File: src/rtl/tempo_map_beat_time_converter_macros.svh
// Assertion macros shared by the tempo map converter RTL.
`ifndef TEMPO_MAP_BEAT_TIME_CONVERTER_MACROS_SVH
`define TEMPO_MAP_BEAT_TIME_CONVERTER_MACROS_SVH

// Condition must hold at every edge out of reset.
`define TMBT_ASSERT_ALWAYS(label, cond, msg) \
    label: assert property (@(posedge i_clk) disable iff (!i_rst_n) (cond)) \
        else $error(msg);

// Consequent must hold in the same cycle as the antecedent.
`define TMBT_ASSERT_IMPLIES(label, ante, cons, msg) \
    label: assert property (@(posedge i_clk) disable iff (!i_rst_n) (ante) |-> (cons)) \
        else $error(msg);

// Consequent must hold in the cycle after the antecedent.
`define TMBT_ASSERT_NEXT(label, ante, cons, msg) \
    label: assert property (@(posedge i_clk) disable iff (!i_rst_n) (ante) |=> (cons)) \
        else $error(msg);

`endif

File: src/rtl/tmbt_ram.sv
// Generic single-write, single-read RAM with registered read data.
module tmbt_ram #(
    parameter int WIDTH = 8,
    parameter int DEPTH = 4
) (
    input  logic                     i_clk,
    input  logic                     i_we,
    input  logic [$clog2(DEPTH)-1:0] i_waddr,
    input  logic [WIDTH-1:0]         i_wdata,
    input  logic [$clog2(DEPTH)-1:0] i_raddr,
    output logic [WIDTH-1:0]         o_rdata
);

    logic [WIDTH-1:0] r_mem [DEPTH];
    logic [WIDTH-1:0] r_rdata;

    // Write port and registered read port
    always_ff @(posedge i_clk) begin
        if (i_we) begin
            r_mem[i_waddr] <= i_wdata;
        end
        r_rdata <= r_mem[i_raddr];
    end

    assign o_rdata = r_rdata;

endmodule

File: config.mk
export PLATFORM = sky130hd
export DESIGN_NAME = tmbt_ram
export DESIGN_NICKNAME = d
export VERILOG_FILES = /design/src/rtl/tempo_map_beat_time_converter_macros.svh /design/src/rtl/tmbt_ram.sv
export SDC_FILE = /design/constraint.sdc
export NUM_CORES = 1
export LEC_CHECK = 0
export BUFFER_PORTS_ARGS = -buffer_cell sky130_fd_sc_hd__buf_4
export CAP_MARGIN = 20
export CORE_UTILIZATION = 39
export CTS_CLUSTER_DIAMETER = 150
export DETAILED_ROUTE_END_ITERATION = 10
export HOLD_SLACK_MARGIN = 0.12
export PLACE_DENSITY = 0.63
export SLEW_MARGIN = 0
export SYNTH_ARGS = -nofsm -noshare
export SYNTH_HDL_FRONTEND = slang
export SYNTH_SLANG_ARGS = --single-unit
File: constraint.sdc
create_clock -name i_clk -period 1.4 [get_ports i_clk]
set_clock_uncertainty 0.1 [all_clocks]
set_input_delay 0 -clock i_clk [delete_from_list [all_inputs] [get_ports i_clk]]
set_output_delay 0 -clock i_clk [all_outputs]
set_load 0.005 [all_outputs]
After elaboration in Yosys (flattened, before gate mapping)
Memory sizes are Yosys's and may differ from the RTL's. A register that Yosys moved wholly into a read port is not among the register bits.
Cells that the tools add are included.
Widths: inputs -> output; s select.

word-level totals
  flip-flop bits (word level) = 0
  memories = 1
  output and inout port bits = 8
  bits in writable memories = 32

memories
  name   depth  width  rd ports  clocked after Yosys merged registers in  write ports  RTL line        text
  r_mem  4      8      1         1                                        1            tmbt_ram.sv:14  logic [WIDTH-1:0] r_mem [DEPTH];

operators by class
  mux-type cells = 2

operator list
  cell    number
  $mux 1  2

Logic depth before layout (Yosys ltp)
  word-level depth = 2
  mapped depth = 2

Least setup slack after synthesis
OpenSTA, ideal clock, no wires.

  kind = input to register
  start = input i_waddr[0]
  end = memory r_mem[0][0] (enable)
  arrival time = 679 ps
  required time = 915 ps
  path slack = 236 ps
  stages = 1
  path through = nor3b_1

RTL lines
  item             RTL line        text
  start, declared  tmbt_ram.sv:8   input logic [$clog2(DEPTH)-1:0] i_waddr,
  end, declared    tmbt_ram.sv:14

No word-level cell before the write port.

Final worst setup path
  start = input i_waddr[0]
  end = memory r_mem[2][6] (enable)

No word-level cell before the write port.

==> flow_metrics.env <==
export IMPL_grt_max_degree=13
export IMPL_core_sq_um=3180
export IMPL_row_count=20
export IMPL_synth_avg_cell_area_sq_um=25.0
export IMPL_die_area_sq_um=3700
export IMPL_arrival_ns=1.13
export IMPL_end_kind="register"
export IMPL_drc_errors=0
export IMPL_final_common_cell="edfxtp_1"
export IMPL_wl_per_cell_microns=14.4
export IMPL_synth_area_leaders="edfxtp_1, mux4_2, dfxtp_1"
export IMPL_final_net_count=107
export IMPL_yosysSeqAreaShare_pct=83.1
export IMPL_syn_inst=54
export IMPL_slew_headroom_pct=71.0
export IMPL_vdd_drop_max_mv=0.918
export IMPL_setup_violations=0
export IMPL_power_leakage_uw=0.000632
export IMPL_routed_wl_microns=1990
export IMPL_rsz0062_at_grt="false"
export IMPL_crit_fanout=8
export IMPL_synth_cell_types=8
export IMPL_fin_crit_sh_pct=87.5
export IMPL_dpl_cell_area_sq_um=1550
export IMPL_drt_iter0_drc=25
export IMPL_drt_pass1_iter_count=4
export IMPL_period_minus_slack_ns=1.23
export IMPL_grtUsageTotal_pct=13.6
export IMPL_syn_nets=68
export IMPL_status="completed"
export IMPL_path_delay_family="buffers and inverters"
export IMPL_drive_gt1_share_pct=39.4
export IMPL_fin_area_sq_um=1750
export IMPL_die_h_microns=60.8
export IMPL_cts_buffers=5
export IMPL_fin_tns_setup_ns=0
export IMPL_num_vias=636
export IMPL_clkTransAtPathRegs_ns=0.11
export IMPL_port_buffers=21
export IMPL_startpoint_type="primary input"
export IMPL_cts_buffer_depth=2
export IMPL_grt_overflow_total=0
export IMPL_cts_tree="yes"
export IMPL_ant_nets=0
export IMPL_tightest_slew_ns=0.436
export IMPL_crit_buf_inv=2
export IMPL_cp_cell_sequence="dlygate4sd3_1 > buf_4 > and3b_1"
export IMPL_antenna_found_initial=0
export IMPL_hp_class="primary input to register"
export IMPL_cap_violations=0
export IMPL_max_freq_ghz=0.816
export IMPL_io_pin_count=22
export IMPL_synth_top_cell_area_share_pct=71.2
export IMPL_yosysTopAreaCell="edfxtp_1"
export IMPL_ys_seq_elements=40
export IMPL_syn_area_sq_um=1350
export IMPL_drv_slew=0
export IMPL_worst_setup_path_type="primary input to register"
export IMPL_initial_utilization_pct=42.4
export IMPL_layout_common_cells="edfxtp_1, buf_4, dlygate4sd3_1"
export IMPL_vias_per_cell=4.61
export IMPL_grt_pass1_wl_microns=3150
export IMPL_htreeDepth=2
export IMPL_grt_pass1_vias=630
export IMPL_clkLatencyLatePin_ns=0.34
export IMPL_antennaDiodeCount=0
export IMPL_syn2layout_area_growth_pct=29.7
export IMPL_cts_sinks=40
export IMPL_yosysWarnings=0
export IMPL_p_per_area_nw_per_um2=1290
export IMPL_die_w_microns=60.8
export IMPL_cts_root_buffer="clkbuf_4"
export IMPL_place_congestion=0.658
export IMPL_cp_slowest_cell="dlygate4sd3_1"
export IMPL_worstPathRequired_ns=1.30
export IMPL_cpPeakStageDelay_ns=0.53
export IMPL_hold_viol=0
[final cells by class]
type | count | area (sq um)
fillers | 253 | 1430
multi-input cells | 12 | 211
flip-flops and latches | 40 | 1120
well taps | 44 | 55.1
clock buffers | 6 | 41.3
repair buffers | 34 | 285
clock inverters | 2 | 35.0
[flip-flops by register name (all words and copies together) (netlist names)]
| name | flops |
|---|---|
| r_mem | 32 |
| o_rdata | 8 |
[stage by stage]
| stage | utilization, % | instances | hold WS, ns | setup WS (ns) | total power [uW] |
|---|---|---|---|---|---|
| 6_report | 55.0 | 138 | 0.149 | 0.175 | 2260 |
| 5_1_grt | 55.0 | 138 | 0.132 | 0.130 | 2360 |
| 4_1_cts | 55.0 | 138 | 0.143 | 0.158 | 2280 |
| 3_5_place_dp | 48.9 | 118 | 0.106 | 0.304 | 1550 |
| 3_3_place_gp | 48.9 | 118 | 0.102 | 0.352 | 1540 |
| 2_1_floorplan | - | 54 | -0.00113 | 0.236 | 1460 |
[where the power goes]
part	switching, uW	internal, uW	total, uW	leakage (uW)
clock network	345	374	720	0.0000422
logic	61.3	109	170	0.000228
registers	16.4	1350	1370	0.000361
total	423	1840	2260	0.000632
[worst paths after layout]
| path | from | endpoint | slack [ns] | depth (start not counted) |
|---|---|---|---|---|
| max | i_waddr[0] | r_mem[2][6] | 0.17 | 3 |
| max reg2reg | r_mem[3][2] | o_rdata[2] | 0.32 | 1 |
| min reg2reg | r_mem[3][6] | o_rdata[6] | 0.47 | 1 |
| min | i_we | r_mem[0][7] | 0.15 | 3 |
[synth_stat cells (all sizes together)]
| cell type | n |
|---|---|
| dfxtp | 8 |
| and3b | 2 |
| buf | 1 |
| edfxtp | 32 |
| nor3b | 1 |
| mux4 | 8 |
| clkbuf | 1 |
| and3 | 1 |
[routing by layer]
layer,track usage [%],vias to the layer above,part of all wire (%)
met5,0,-,0
met4,6.82,0,2.1
met3,7.04,5,5.7
met2,22.6,17,52
met1,14.2,312,40
li1,-,302,-
[what timing repair did]
action	CTS	global route
hold buffers	12	0
resized for setup	0	0
buffers inserted	0	0
endpoints found under the hold margin	48	0
[logic make-up (layout without fill, tap and decap cells)]
logic type | Yosys count | after routing | synth area share (%)
mux | 8 | 8 | 13.4
simple gates | 4 | 4 | 2.32
buf+inv | 2 | 42 | 1.21
flops | 40 | 40 | 83.1
Power figures use the tool's default switching activity.
